`src/hdl/fwqe_pkg.sv`:
```
// Shared types and codes for the futex wait-queue engine.
`timescale 1ns / 1ps

package fwqe_pkg;

    // Operation kinds
    localparam logic [1:0] KIND_WAIT = 2'd0;
    localparam logic [1:0] KIND_WAKE = 2'd1;

    // Result status codes
    localparam logic [1:0] ST_OK       = 2'd0;
    localparam logic [1:0] ST_MISMATCH = 2'd1;
    localparam logic [1:0] ST_INVALID  = 2'd2;
    localparam logic [1:0] ST_WAITING  = 2'd3;

    // Most tasks released by one wake, and the width of a count up to it
    localparam int          CNT_W    = 6;
    localparam logic [5:0]  MAX_WAKE = 6'd32;

    // Request payload
    typedef struct packed {
        logic [1:0]  kind;
        logic [63:0] address;
        logic [4:0]  task_id;
        logic [31:0] operand_value;
        logic [31:0] current_value;
    } t_req;

    // Result payload
    typedef struct packed {
        logic [1:0] status;
        logic       woken_valid;
        logic [4:0] woken_task;
        logic [5:0] bucket;
        logic       last;
    } t_rsp;

endpackage

```
`src/hdl/futex_wait_queue_engine.sv`:
```
// Futex wait-queue engine: hashed buckets of LIFO task lists in block memories.
//
//   channel   direction  handshake                  payload
//   request   in         i_in_valid / o_in_ready    i_in_data  (fwqe_pkg::t_req)
//   result    out        o_out_valid / i_out_ready  o_out_data (fwqe_pkg::t_rsp)
//
// A wait or an invalid op: the transfer issues the head-table read, then S_EXEC
// checks, writes back and loads the result register.
// A wake pops its released tasks one at a time; each pop waits in S_LINK on the
// next-link read. After reset the head table is swept clear, with o_in_ready
// low. A result held by i_out_ready low stalls the engine in place.
`timescale 1ns / 1ps

module futex_wait_queue_engine #(
    parameter int BUCKET_BITS = 6,
    parameter int MAX_TASKS   = 32
) (
    input  logic           i_clk,
    input  logic           i_rst_n,
    input  logic           i_in_valid,
    output logic           o_in_ready,
    input  fwqe_pkg::t_req i_in_data,
    output logic           o_out_valid,
    input  logic           i_out_ready,
    output fwqe_pkg::t_rsp o_out_data
);

    localparam int NUM_BUCKETS = 1 << BUCKET_BITS;
    localparam int TW          = $clog2(MAX_TASKS);

    typedef enum logic [3:0] {
        S_CLEAR = 4'b0001,
        S_IDLE  = 4'b0010,
        S_EXEC  = 4'b0100,
        S_LINK  = 4'b1000
    } t_state;

    // Table entry: valid flag over a task index
    typedef logic [TW:0] t_entry;

    t_state                  r_state,    n_state;
    fwqe_pkg::t_req          r_in,       n_in;
    logic [TW-1:0]           r_cur,      n_cur;
    logic [fwqe_pkg::CNT_W-1:0] r_cnt,   n_cnt;
    logic [fwqe_pkg::CNT_W-1:0] r_limit, n_limit;
    logic [BUCKET_BITS-1:0]  r_clr,      n_clr;
    logic [MAX_TASKS-1:0]    r_waiting,  n_waiting;
    logic                    r_out_valid, n_out_valid;
    fwqe_pkg::t_rsp          r_out,      n_out;

    t_entry                  r_head_mem [NUM_BUCKETS];
    t_entry                  r_link_mem [MAX_TASKS];
    t_entry                  r_head_rd;
    t_entry                  r_link_rd;

    logic                    head_we, head_re, link_we, link_re;
    logic [BUCKET_BITS-1:0]  head_wa, head_ra;
    t_entry                  head_wd;
    logic [TW-1:0]           link_wa, link_ra;
    t_entry                  link_wd;

    logic                    out_free;
    logic [BUCKET_BITS-1:0]  bkt;
    logic [5:0]              bkt_out;
    logic [TW-1:0]           tidx;
    logic [fwqe_pkg::CNT_W-1:0] req_limit;
    logic                    more;

    assign out_free  = !r_out_valid || i_out_ready;
    assign bkt       = r_in.address[BUCKET_BITS+1:2];
    assign bkt_out   = 6'(bkt);
    assign tidx      = TW'(r_in.task_id);
    assign req_limit = (r_in.operand_value >= 32'(fwqe_pkg::MAX_WAKE)) ?
                       fwqe_pkg::MAX_WAKE : r_in.operand_value[fwqe_pkg::CNT_W-1:0];
    assign more      = (r_cnt < r_limit) && r_link_rd[TW];

    // Control and table updates
    always_comb begin
        n_state     = r_state;
        n_in        = r_in;
        n_cur       = r_cur;
        n_cnt       = r_cnt;
        n_limit     = r_limit;
        n_clr       = r_clr;
        n_waiting   = r_waiting;
        n_out_valid = r_out_valid && !i_out_ready;
        n_out       = r_out;
        head_we     = 1'b0;
        head_wa     = bkt;
        head_wd     = r_link_rd;
        head_re     = 1'b0;
        head_ra     = i_in_data.address[BUCKET_BITS+1:2];
        link_we     = 1'b0;
        link_wa     = tidx;
        link_wd     = r_head_rd;
        link_re     = 1'b0;
        link_ra     = r_head_rd[TW-1:0];

        case (r_state)
            S_CLEAR: begin
                head_we = 1'b1;
                head_wa = r_clr;
                head_wd = '0;
                n_clr   = r_clr + 1'b1;
                if (r_clr == {BUCKET_BITS{1'b1}}) begin
                    n_state = S_IDLE;
                end
            end
            S_IDLE: begin
                if (i_in_valid) begin
                    n_in    = i_in_data;
                    head_re = 1'b1;
                    n_state = S_EXEC;
                end
            end
            S_EXEC: begin
                if (out_free) begin
                    n_out.status      = fwqe_pkg::ST_OK;
                    n_out.woken_valid = 1'b0;
                    n_out.woken_task  = '0;
                    n_out.bucket      = bkt_out;
                    n_out.last        = 1'b1;
                    n_out_valid       = 1'b1;
                    n_state           = S_IDLE;
                    case (r_in.kind)
                        fwqe_pkg::KIND_WAIT: begin
                            if (int'(r_in.task_id) >= MAX_TASKS) begin
                                n_out.status = fwqe_pkg::ST_INVALID;
                            end else if (r_waiting[tidx]) begin
                                n_out.status = fwqe_pkg::ST_WAITING;
                            end else if (r_in.current_value != r_in.operand_value) begin
                                n_out.status = fwqe_pkg::ST_MISMATCH;
                            end else begin
                                // push: new task links to the old head
                                link_we         = 1'b1;
                                head_we         = 1'b1;
                                head_wd         = {1'b1, tidx};
                                n_waiting[tidx] = 1'b1;
                            end
                        end
                        fwqe_pkg::KIND_WAKE: begin
                            if (req_limit != '0 && r_head_rd[TW]) begin
                                // first pop; its result goes out once the link is known
                                n_out_valid = r_out_valid && !i_out_ready;
                                n_out       = r_out;
                                link_re     = 1'b1;
                                n_waiting[r_head_rd[TW-1:0]] = 1'b0;
                                n_cur       = r_head_rd[TW-1:0];
                                n_cnt       = fwqe_pkg::CNT_W'(1);
                                n_limit     = req_limit;
                                n_state     = S_LINK;
                            end
                        end
                        default: begin
                            n_out.status = fwqe_pkg::ST_INVALID;
                        end
                    endcase
                end
            end
            S_LINK: begin
                if (out_free) begin
                    // emit popped task, head takes its successor
                    n_out.status      = fwqe_pkg::ST_OK;
                    n_out.woken_valid = 1'b1;
                    n_out.woken_task  = 5'(r_cur);
                    n_out.bucket      = bkt_out;
                    n_out.last        = !more;
                    n_out_valid       = 1'b1;
                    head_we           = 1'b1;
                    if (more) begin
                        link_re   = 1'b1;
                        link_ra   = r_link_rd[TW-1:0];
                        n_waiting[r_link_rd[TW-1:0]] = 1'b0;
                        n_cur     = r_link_rd[TW-1:0];
                        n_cnt     = r_cnt + 1'b1;
                    end else begin
                        n_state = S_IDLE;
                    end
                end
            end
            default: begin
                n_state = S_IDLE;
            end
        endcase
    end

    // Control registers
    always_ff @(posedge i_clk) begin
        if (!i_rst_n) begin
            r_state     <= S_CLEAR;
            r_clr       <= '0;
            r_waiting   <= '0;
            r_out_valid <= 1'b0;
        end else begin
            r_state     <= n_state;
            r_clr       <= n_clr;
            r_waiting   <= n_waiting;
            r_out_valid <= n_out_valid;
        end
    end

    // Payload registers
    always_ff @(posedge i_clk) begin
        r_in    <= n_in;
        r_cur   <= n_cur;
        r_cnt   <= n_cnt;
        r_limit <= n_limit;
        r_out   <= n_out;
    end

    // Head table: one write port, one registered read port
    always_ff @(posedge i_clk) begin
        if (head_we) begin
            r_head_mem[head_wa] <= head_wd;
        end
        if (head_re) begin
            r_head_rd <= r_head_mem[head_ra];
        end
    end

    // Next-link table: one write port, one registered read port
    always_ff @(posedge i_clk) begin
        if (link_we) begin
            r_link_mem[link_wa] <= link_wd;
        end
        if (link_re) begin
            r_link_rd <= r_link_mem[link_ra];
        end
    end

    assign o_in_ready  = (r_state == S_IDLE);
    assign o_out_valid = r_out_valid;
    assign o_out_data  = r_out;

endmodule
```
`config.mk`:
```
export PLATFORM = sky130hd
export DESIGN_NAME = futex_wait_queue_engine
export DESIGN_NICKNAME = d
export VERILOG_FILES = /design/src/hdl/fwqe_pkg.sv /design/src/hdl/futex_wait_queue_engine.sv
export SDC_FILE = /design/constraint.sdc
export NUM_CORES = 1
export LEC_CHECK = 0
export BUFFER_PORTS_ARGS = -buffer_cell sky130_fd_sc_hd__buf_4
export CAP_MARGIN = 10
export CELL_PAD_IN_SITES_DETAIL_PLACEMENT = 1
export CELL_PAD_IN_SITES_GLOBAL_PLACEMENT = 1
export CORE_ASPECT_RATIO = 1.75
export CORE_MARGIN = 2
export CORE_UTILIZATION = 42
export CTS_CLUSTER_DIAMETER = 150
export DETAILED_ROUTE_END_ITERATION = 10
export PLACE_DENSITY_LB_ADDON = 0.1
export SKIP_LAST_GASP = 1
export SYNTH_ARGS = -nofsm -noshare
export SYNTH_HDL_FRONTEND = slang
export SYNTH_SLANG_ARGS = --single-unit
```
`constraint.sdc`:
```
create_clock -name i_clk -period 4.57 [get_ports i_clk]
set_input_delay 0.6855 -clock i_clk [delete_from_list [all_inputs] [get_ports i_clk]]
set_output_delay 0.6855 -clock i_clk [all_outputs]
set_load 0.03 [all_outputs]
```
==> summary.txt, run 1 <==
Flow run
  – Max-Cap Viols: 0

Clock network
  – CTS tree: done
  – Clock Root Buffer: clkbuf_16
  – TritonCTS Sinks: 740
  – Setup bufs post-CTS: 0
  – Longest Clk Path Bufs: 3
  – CTS Hold Bufs: 0
  – Clk_lat worst skew: 640 ps
  – Cts bufs inserted: 71
  – Worst-path clk slew: 60 ps
  – Htree depth: 3
  – Post_cts resized: 0

Placed design
  – Port bufs: 97
  – Placed Area: 33160 µm²
  – Final estimated routing congestion in global placement: 0.8689
  – HPWL Detailed: 55020 µm

Detailed routing
  – Post-Route WL: 80180 µm
  – Met3 routed wirelength: 2756 µm
  – Uppermost routed layer: met5
  – Drt pass-1 iters: 5
  – DR iter-0 viols: 1102
  – WL/cell: 27.23 µm
  – Via density: 5.563
  – Vias: 16.38k
  – Final ANT Viol Nets: 0
  – WL met1: 28660 µm
  – DRC errors left: 0
  – Met2 wire length: 45620 µm

Cells and area
  – Area growth from synthesis to layout: 17.58%
  – Antenna cell count: 0
  – Design area: 35560 µm²
  – Share of layout cells above drive strength 1: 27.92%
  – Sequential Area: 21790 µm²
  – Area of the multi-input gates: 8142 µm²
  – Fillers: 6749
  – Fin nets: 2110

Die
  – Starting Density: 42.26%
  – Core Footprint: 71570 µm²
  – IO Pins: 156
  – Die Span Y: 359.0 µm
  – Die area: 74250 µm²
  – FP Rows: 130
  – Die X: 206.8 µm

Worst setup path
  – Crit Path Max Fanout: 12
  – Worst Setup SP: link_wa[0]
  – Reg2reg start: link_wa[0]
  – Data arrival, critical path: 4610 ps
  – Startpoint class of the critical path: register
  – Reg-to-Reg End: r_head_mem[42][5]
  – Critical path capture point type: register
  – CP Buf/Inv Count: 2
  – FF-to-FF setup slack: 300 ps
  – Max stage delay on crit path: 860 ps
  – Worst Setup Path Type: register to register
  – Cell Chain, Critical Path: mux4_2 > a22oi_1 > nand4_1 > nor4_4 > nor2_1 > o22ai_1 > nand2_1 > buf_4 > nor2_1 > buf_4
  – Critical Path RT: 4910 ps
  – Crit path to: r_head_mem[42][5]
  – Max stage delay cell, worst path: edfxtp_1
  – R2R cell count: 10
  – CP Depth: 10
  – Cell family with most CP delay: simple AND/OR/NAND/NOR gates

Synthesis
  – Syn nets: 1859
  – Top cell type's share of synthesized area: 69.21%
  – Fraction of registers with async set/reset: 0%
  – EDFF count, synth: 697
  – Fraction of the yosys area taken by sequential cells: 72.06%
  – Ranking of synthesized cells by area: edfxtp_1, mux4_2, dfxtp_1, mux2i_1, nor2_1
  – Yosys synthesis warning count: 0
  – Most used DFF post-synth: edfxtp_1
  – Synthesized area per cell: 17.65 µm²
  – Synth top cells by count: edfxtp_1, mux4_2, nor2_1
  – Most frequent cell after synthesis: edfxtp_1
  – Cell area after synthesis: 30240 µm²
  – Netlist cell types: 62
  – Cells after synthesis: 1713
  – Synth area leader: edfxtp_1
  – Synth Register Bits: 740

Timing
  – Tightest Pin Transition: 1146 ps
  – Period utilisation layout: 93.44%
  – WHS: 230.5 ps
  – Fmax: 234.2 MHz
  – Final hold vios: 0
  – Max Slew Vio Count: 0
  – Clk_skew: 25.83 ps
  – Final setup vio count: 0
  – Unrepaired setup endpoints after global routing: no
  – Post-layout min period: 4270 ps
  – Worst slew margin: 23.61%

Pwr
  – P_int: 11400 µW
  – Comb power frac: 6.6%
  – Net Switching: 3251 µW
  – Leakage Power: 0.01178 µW
  – Clock power frac: 41.2%
  – Switching part of the total: 22.19%
  – Worst vdd ir: 0.2744 mV
  – Pwr/cell area: 412.1 nW/µm²
  – Register share of total power: 52.2%

Global routing
  – Initial antenna violation count: 1
  – Vias in the first global route: 17.97k
  – Congestion Overflow GR: 0
  – Largest net degree at the start of global routing: 59
  – Global-route wire length before repair: 119100 µm
  – GRT Overall Usage: 22.15%

Outcome
  – Status: finished clean

Hold path
  – Min-Delay Path Class: input port to register
  – Min-delay src: i_in_data[36]
[layout by cell type, fill, tap and decap left out, drive strengths merged, types with 12 or more instances in the layout]
cell type	instances
edfxtp	697
buf	255
mux4	146
nor2	123
nand2	101
clkbuf	81
o21ai	78
mux2i	76
a21oi	44
dfxtp	43
mux2	37
xor2	36
clkinv	31
and2	27
nor2b	23
a22oi	19
nor4	16
inv	16
a221oi	14
nand3	13
nand2b	12
nor3	12
[worst min-delay path by stage]
stage | endpoint | slack [ps] | cells after the start
floorplan | r_waiting[3] | 440 | 2
global placement | r_waiting[3] | 470 | 2
detailed placement | r_waiting[4] | 490 | 2
CTS | r_in[52] | 200 | 1
global route | r_in[36] | 200 | 1
finish | r_in[36] | 230 | 1
[sequential cells by signal (all words and copies together), names as in the netlist, 6 cells and up]
signal      cells
o_out_data     15
r_link_mem    192
bkt             6
r_waiting      32
r_link_rd       6
r_clr           6
r_limit         6
link_wd         6
r_head_mem    384
r_cnt           6
r_in           66
[area by class of cell]
class	count	share of cell area, %
Multi-Input combinational cell	883	22.90
Clock buffer	81	5.190
Tap cell	924	3.251
Timing Repair Buffer	255	5.746
Inverter	13	0.1372
Clock inverter	48	1.495
Sequential cell	740	61.28
[stage by stage]
stage,power [µW],TNS (ps),setup slack [ps],utilization [%],instances
2_1_floorplan,8271,-95160,-336.5,-,1713
3_3_place_gp,8733,0,425.0,46.33,2814
3_5_place_dp,8772,0,346.8,46.33,2814
4_1_cts,14810,0,325.7,49.66,2943
5_1_grt,15090,0,12.53,49.68,2944
6_report,14650,0,299.6,49.68,2944
[metal layers]
| layer | global-route usage, % | vias to the layer above |
|---|---|---|
| met5 | 0 | - |
| met4 | 8.997 | 2 |
| met3 | 3.009 | 142 |
| met2 | 42.15 | 360 |
| met1 | 24.17 | 8549 |
| li1 | - | 7325 |
[logic make-up after synthesis]
kind of cell	share of synthesized area (%)
AOI/OAI and AO/OA	4.108
xor gates and xnor gates	1.158
adders and majority gates	0.2896
buffers and inverters	1.340
DFF	72.06
muxes	14.86
and+or+nand+nor	6.190
[power groups by stage]
stage	clock network, µW	registers, µW	logic [µW]
final	6040	7650	966
after global placement	0	7780	949
after detailed placement	0	7790	979
after CTS	6180	7650	984
after floorplan	0	7800	476
after global routing	6410	7650	1030
[worst reg2reg max path: stages (launching register included)]
cell,delay (ps)
edfxtp_1,860
mux4_2,620
a22oi_1,250
nand4_1,260
nor4_4,540
nor2_1,80
o22ai_1,370
nand2_1,410
buf_4,270
nor2_1,130
buf_4,180
No activity file was read; power rests on OpenSTA's default activity.
==> run 2: changes to the inputs <==
==> constraint.sdc (replaced) <==
create_clock -name i_clk -period 4.57 [get_ports i_clk]
set_input_delay 0.2285 -clock i_clk [delete_from_list [all_inputs] [get_ports i_clk]]
set_output_delay 0.2285 -clock i_clk [all_outputs]
set_load 0.03 [all_outputs]
==> summary.txt, run 2 (synthesis gave the netlist of run 1 again) <==
Clock network
  – Setup bufs post-CTS: 0 (unchanged)
  – CTS tree: done
  – Worst-path clk slew: 60 ps (about the same)
  – CTS Hold Bufs: 75 (+75)
  – Cts bufs inserted: 72 (+1.4%)
  – Clk_lat worst skew: 630 ps (about the same)
  – Clock Root Buffer: clkbuf_16
  – Longest Clk Path Bufs: 3 (unchanged)
  – Htree depth: 3 (unchanged)
  – TritonCTS Sinks: 740 (unchanged)
  – Post_cts resized: 0 (unchanged)

Global routing
  – GRT Overall Usage: 22.16% (about the same)
  – Vias in the first global route: 18.26k (+1.6%)
  – Largest net degree at the start of global routing: 65 (+10%)
  – Global-route wire length before repair: 119700 µm (+0.47%)
  – Congestion Overflow GR: 0 (unchanged)
  – Initial antenna violation count: 2 (+1)

Cells and area
  – Most common cell after layout, fill and taps aside: edfxtp_1
  – Most frequent cells in the layout: edfxtp_1, buf_4, mux4_2
  – Largest regs: r_head_mem (384), r_link_mem (192), r_in (66)
  – Largest reg by FF count: r_head_mem
  – Max FFs per register: 384 (unchanged)
  – Fillers: 6723 (-0.39%)
  – Fin nets: 2178 (+3.2%)
  – Share of layout cells above drive strength 1: 26.55% (-1.4 points)
  – Area of the multi-input gates: 8137 µm² (about the same)
  – Area growth from synthesis to layout: 19.56%
  – Util after Layout: 50.52% (+0.84 points)
  – Sequential Area: 21790 µm² (unchanged)

Timing
  – Final hold vios: 0 (unchanged)
  – Post-layout min period: 3910 ps (-360.5 ps)
  – Clk_skew: 15.46 ps (-10.37 ps)
  – Final setup vio count: 0 (unchanged)
  – Max Slew Vio Count: 0 (unchanged)
  – Unrepaired setup endpoints after global routing: no
  – Final worst slack: 660.0 ps (+360.5 ps)
  – Fmax: 255.8 MHz (+9.2%)
  – Tightest Pin Transition: 1161 ps (+15.23 ps)
  – Period utilisation layout: 85.56% (-7.9 points)
  – Worst slew margin: 22.60% (-1.0 points)

Detailed routing
  – WL/cell: 26.72 µm (-1.9%)
  – Post-Route WL: 80490 µm (+0.39%)
  – Final ANT Viol Nets: 0 (unchanged)
  – DRC errors left: 0 (unchanged)
  – Via density: 5.479 (-1.5%)
  – DR iter-0 viols: 997 (-9.5%)
  – Drt pass-1 iters: 6 (+1)
  – Vias: 16.50k (+0.77%)

Placed design
  – Dpl ws: 660.8 ps (+314.0 ps)
  – Final estimated routing congestion in global placement: 0.8438 (-2.9%)
  – HPWL Detailed: 54650 µm (-0.67%)
  – Port bufs: 97 (unchanged)

Hold path
  – Min-Delay Path Class: input port to register
  – Hold Path End: o_out_valid
  – Min-delay src: i_out_ready
  – Hold path depth: 3 (+2)

Die
  – Starting Density: 42.26% (unchanged)
  – Core Footprint: 71570 µm² (unchanged)
  – IO Pins: 156 (unchanged)
  – Die Span Y: 359.0 µm (unchanged)
  – FP Rows: 130 (unchanged)
  – Die X: 206.8 µm (unchanged)
  – Die area: 74250 µm² (unchanged)

Worst setup path
  – Crit Path Max Fanout: 20 (+8)
  – Critical Path RT: 5050 ps (+140 ps)
  – Critical path capture point type: register
  – FF-to-FF setup slack: 660 ps (+360 ps)
  – Worst Setup Path Type: register to register
  – Startpoint class of the critical path: register
  – R2R cell count: 11 (+1)
  – Reg2reg start: r_cnt[3]
  – Reg-to-Reg End: r_link_rd[5]
  – Data arrival, critical path: 4390 ps (-220 ps)

Pwr
  – Pwr/cell area: 401.5 nW/µm² (-2.6%)
  – Leakage Power: 0.01202 µW (+2.0%)
  – Worst vdd ir: 0.3259 mV (+19%)

Flow run
  – Max-Cap Viols: 0 (unchanged)

Outcome
  – Status: finished clean
run 2: final cells by class:
cell class / count / area share (%)
Sequential cell: 740 / 60.27
Multi-Input combinational cell: 883 / 22.50
Timing Repair Buffer: 322 / 7.596
Clock buffer: 81 / 5.104
Tap cell: 924 / 3.197
Clock inverter: 48 / 1.190
Inverter: 13 / 0.1350
Antenna cell: 1 / 0.006921
run 2: layer usage:
layer	global-route usage, %	part of all wire [%]	up-vias
li1	-	-	7454
met1	24.32	36	8620
met2	43.33	59	330
met3	2.701	2.8	100
met4	6.675	2.6	0
met5	0	0	-
run 2: worst max-delay path by stage:
stage,from,endpoint,slack (ps)
after CTS,r_cnt[3],r_link_rd[0],620
after floorplan,link_wa[1],r_head_mem[0][0],-320
after global routing,link_wa[0],r_head_mem[50][4],430
after detailed placement,r_cnt[3],r_link_rd[0],660
final,r_cnt[3],r_link_rd[5],660
after global placement,r_cnt[3],r_link_rd[0],710
run 2: through the flow:
| step | hold WS (ps) | area (µm²) | cells | power, µW | TNS (ps) |
|---|---|---|---|---|---|
| final | 75.53 | 36160 | 3012 | 14520 | 0 |
| after global placement | 407.9 | 33120 | 2806 | 8736 | 0 |
| after floorplan | 327.4 | 30240 | 1713 | 8271 | -88600 |
| after CTS | 40.20 | 36150 | 3010 | 14700 | 0 |
| after detailed placement | 408.3 | 33120 | 2806 | 8778 | 0 |
| after global routing | 83.08 | 36160 | 3012 | 14980 | 0 |
run 2: where the power goes:
| group | switching [µW] | internal [µW] |
|---|---|---|
| combinational | 620 | 392 |
| sequential | 45.9 | 7600 |
| clock | 2590 | 3270 |
run 2: worst max-delay path, stage by stage, from the launching register on:
cell and delay, ps:
edfxtp_1 460, ha_1 240, or4b_1 580, a211oi_2 390
o21ai_4 220, mux2i_4 450, buf_12 250, buf_4 230
mux2i_1 90, mux2_2 280, o211ai_1 310, and4_1 240
==> run 3: changes to the inputs <==
ABC_AREA = 1   (was unset)
SETUP_SLACK_MARGIN = 0.3   (was unset)
==> summary.txt, run 3 <==
Outcome
  – Status: finished clean

Cells and area
  – Area growth from synthesis to layout: 15.81%
  – Fin cells: 4233 (+41%)
  – Most common cell after layout, fill and taps aside: edfxtp_1
  – Largest reg by FF count: r_head_mem
  – Max FFs per register: 384 (unchanged)
  – Most frequent cells in the layout: edfxtp_1, nor2_1, nand2_1
  – Fillers: 8274 (+23%)
  – Largest regs: r_head_mem (384), r_link_mem (192), r_in (66)
  – Share of layout cells above drive strength 1: 9.963% (-17 points)
  – Fin nets: 3306 (+52%)

Die
  – Die Span Y: 370.4 µm (+3.2%)
  – Starting Density: 42.34% (+0.082 points)
  – FP Rows: 134 (+3.1%)
  – Die X: 213.4 µm (+3.2%)
  – Die area: 79050 µm² (+6.5%)
  – IO Pins: 156 (unchanged)
  – Core Footprint: 76120 µm² (+6.4%)

Flow run
  – Max-Cap Viols: 0 (unchanged)

Detailed routing
  – DRC errors left: 0 (unchanged)
  – Vias: 22.98k (+39%)
  – Drt pass-1 iters: 6 (unchanged)
  – DR iter-0 viols: 1619 (+62%)
  – WL/cell: 24.17 µm (-9.6%)
  – Via density: 5.429 (-0.92%)
  – Final ANT Viol Nets: 0 (unchanged)
  – Post-Route WL: 102300 µm (+27%)

Synthesis
  – Synthesized area per cell: 10.71 µm² (-39%)
  – Synth top cells by count: edfxtp_1, nor2_1, nand2_1
  – Cells after synthesis: 3008 (+76%)
  – Synth area leader: edfxtp_1
  – Fraction of the yosys area taken by sequential cells: 67.62% (-4.4 points)
  – Fraction of registers with async set/reset: 0% (unchanged)
  – Cell area after synthesis: 32230 µm² (+6.6%)
  – Most used DFF post-synth: edfxtp_1
  – Most frequent cell after synthesis: edfxtp_1
  – Syn nets: 3154 (+70%)
  – Netlist cell types: 44 (-29%)
  – Synth Register Bits: 740 (unchanged)
  – EDFF count, synth: 697 (unchanged)
  – Yosys synthesis warning count: 0 (unchanged)
  – Ranking of synthesized cells by area: edfxtp_1, nor2_1, nand2_1, o21ai_0, inv_1
  – Top cell type's share of synthesized area: 64.95% (-4.3 points)

Clock network
  – TritonCTS Sinks: 740 (unchanged)
  – Clock Root Buffer: clkbuf_16
  – Longest Clk Path Bufs: 3 (unchanged)
  – CTS tree: done
  – Worst-path clk slew: 60 ps (about the same)
  – Cts bufs inserted: 72 (unchanged)
  – Htree depth: 3 (unchanged)
  – Post_cts resized: 0 (unchanged)
  – Clk_lat worst skew: 660 ps (+30 ps)

Placed design
  – Port bufs: 97 (unchanged)
  – DP Cell Count: 4029 (+44%)
  – HPWL Detailed: 68250 µm (+25%)
  – Final estimated routing congestion in global placement: 0.9049 (+7.2%)

Timing
  – Clk_skew: 32.64 ps (+17.18 ps)
  – Unrepaired setup endpoints after global routing: no
  – Period utilisation layout: 76.06% (-9.5 points)
  – Worst slew margin: 22.92% (+0.33 points)
  – Setup tns final: 0 ps (unchanged)
  – Final setup vio count: 0 (unchanged)
  – Fmax: 287.7 MHz (+12%)
  – Final hold vios: 0 (unchanged)
  – Tightest Pin Transition: 1155 ps (-6.155 ps)
  – Post-layout min period: 3476 ps (-434.2 ps)
  – Max Slew Vio Count: 0 (unchanged)

Hold path
  – Min-delay src: i_out_ready
  – Min-Delay Path Class: input port to register

Pwr
  – Worst vdd ir: 0.3641 mV (+12%)
  – Pwr/cell area: 394.9 nW/µm² (-1.7%)
  – Leakage Power: 0.01366 µW (+14%)

Global routing
  – Congestion Overflow GR: 0 (unchanged)
  – Grt peak-use layer: met2
  – Met1 Use GR: 27.22% (+2.9 points)
  – Vias in the first global route: 24.72k (+35%)
  – Largest net degree at the start of global routing: 79 (+22%)
  – Met2 usage: 49.74% (+6.4 points)
  – Initial antenna violation count: 4 (+2)
  – Global-route wire length before repair: 151800 µm (+27%)
  – Met3 Resource Use GR: 3.395% (+0.69 points)
  – GRT Overall Usage: 26.18% (+4.0 points)

Worst setup path
  – Reg2reg start: link_wa[0]
  – Crit-path most repeated cell: nand2_1
  – Worst Setup Path Type: register to register
  – Critical path capture point type: register
  – Crit Path Max Fanout: 17 (-15%)
  – Startpoint class of the critical path: register
  – Critical Path RT: 5050 ps (about the same)
  – Max stage delay cell, worst path: a22oi_2
  – Max stage delay on crit path: 600 ps (+20 ps)
  – Cell Chain, Critical Path: nor2_4 > a21oi_1 > nand2_1 > nand2_1 > nand2_1 > nor2_2 > nand2_2 > nor2_4 > nand2_1 > o21ai_0 > a22oi_2 > buf_4
  – Data arrival, critical path: 3950 ps (-440 ps)
  – Worst Setup SP: link_wa[0]
-- run 3: cell types whose count changed after synthesis, sizes merged, moves of 63 or more --
cell	change
o21ai	+250
nor2	+358
mux2i	-76
inv	+313
mux4	-146
nand2	+340
nand3	+204
clkbuf	+63
o22ai	+100
-- run 3: cells by family after synthesis --
kind of cell               Yosys count  share of synthesized area (%)
adders and majority gates            7                         0.2718
buffers and inverters              477                          5.820
DFF                                740                          67.62
and+or+nand+nor                   1225                          16.29
xor gates and xnor gates            20                         0.5436
AOI/OAI and AO/OA                  539                          9.454
-- run 3: cell type report --
cell class | instances | area [µm²] | share of cell area [%]
inverter | 325 | 1222 | 3.275
multi-input combinational | 1791 | 8621 | 23.10
timing repair buffer | 230 | 2067 | 5.538
sequential | 740 | 21790 | 58.39
tap | 1020 | 1276 | 3.420
antenna | 1 | 2.502 | 0.006705
clock inverter | 38 | 436.7 | 1.170
clock buffer | 88 | 1904 | 5.103
-- run 3: final timing paths --
path	end	slack (ps)	cells past startpoint
worst min register to register	r_waiting[19]	490	2
worst max-delay path	r_head_mem[22][4]	1090	12
worst max register to register	r_head_mem[22][4]	1090	12
worst min-delay path	o_out_valid	50	4
-- run 3: power breakdown --
group,leakage [µW],switching [µW],internal [µW]
clock,0.00114,2620,3480
combinational,0.00579,770,284
sequential,0.00673,35.6,7540
-- run 3: critical path, delay by kind of cell, from the launching register on --
family,cells,cell delay (ps)
compound gates,3,910
simple gates,8,1490
flops,1,570
buf+inv,1,310
-- run 3: routing by layer --
| layer | vias to the layer above | routed length [µm] |
|---|---|---|
| met1 | 11490 | 36750 |
| met5 | - | 0 |
| met4 | 0 | 5989 |
| met3 | 264 | 3718 |
| met2 | 546 | 55850 |
| li1 | 10690 | - |
-- run 3: timing repair --
item	CTS	global route
endpoints found under the setup margin	0	0
buffers inserted	0	0
hold buffers	76	0
endpoints found under the hold margin	76	0
-- run 3: stage by stage --
step           util [%]  instance area [µm²]  hold WS (ps)  power [µW]  worst slack, ps
4_1_cts           49.02                37310         10.66       14850             1118
5_1_grt           49.03                37320         82.76       15150            899.9
3_3_place_gp      44.94                34210         408.0        8686             1198
6_report          49.03                37320         52.18       14740             1094
3_5_place_dp      44.94                34210         408.0        8722             1156
2_1_floorplan         -                32230         327.4        8247            536.3
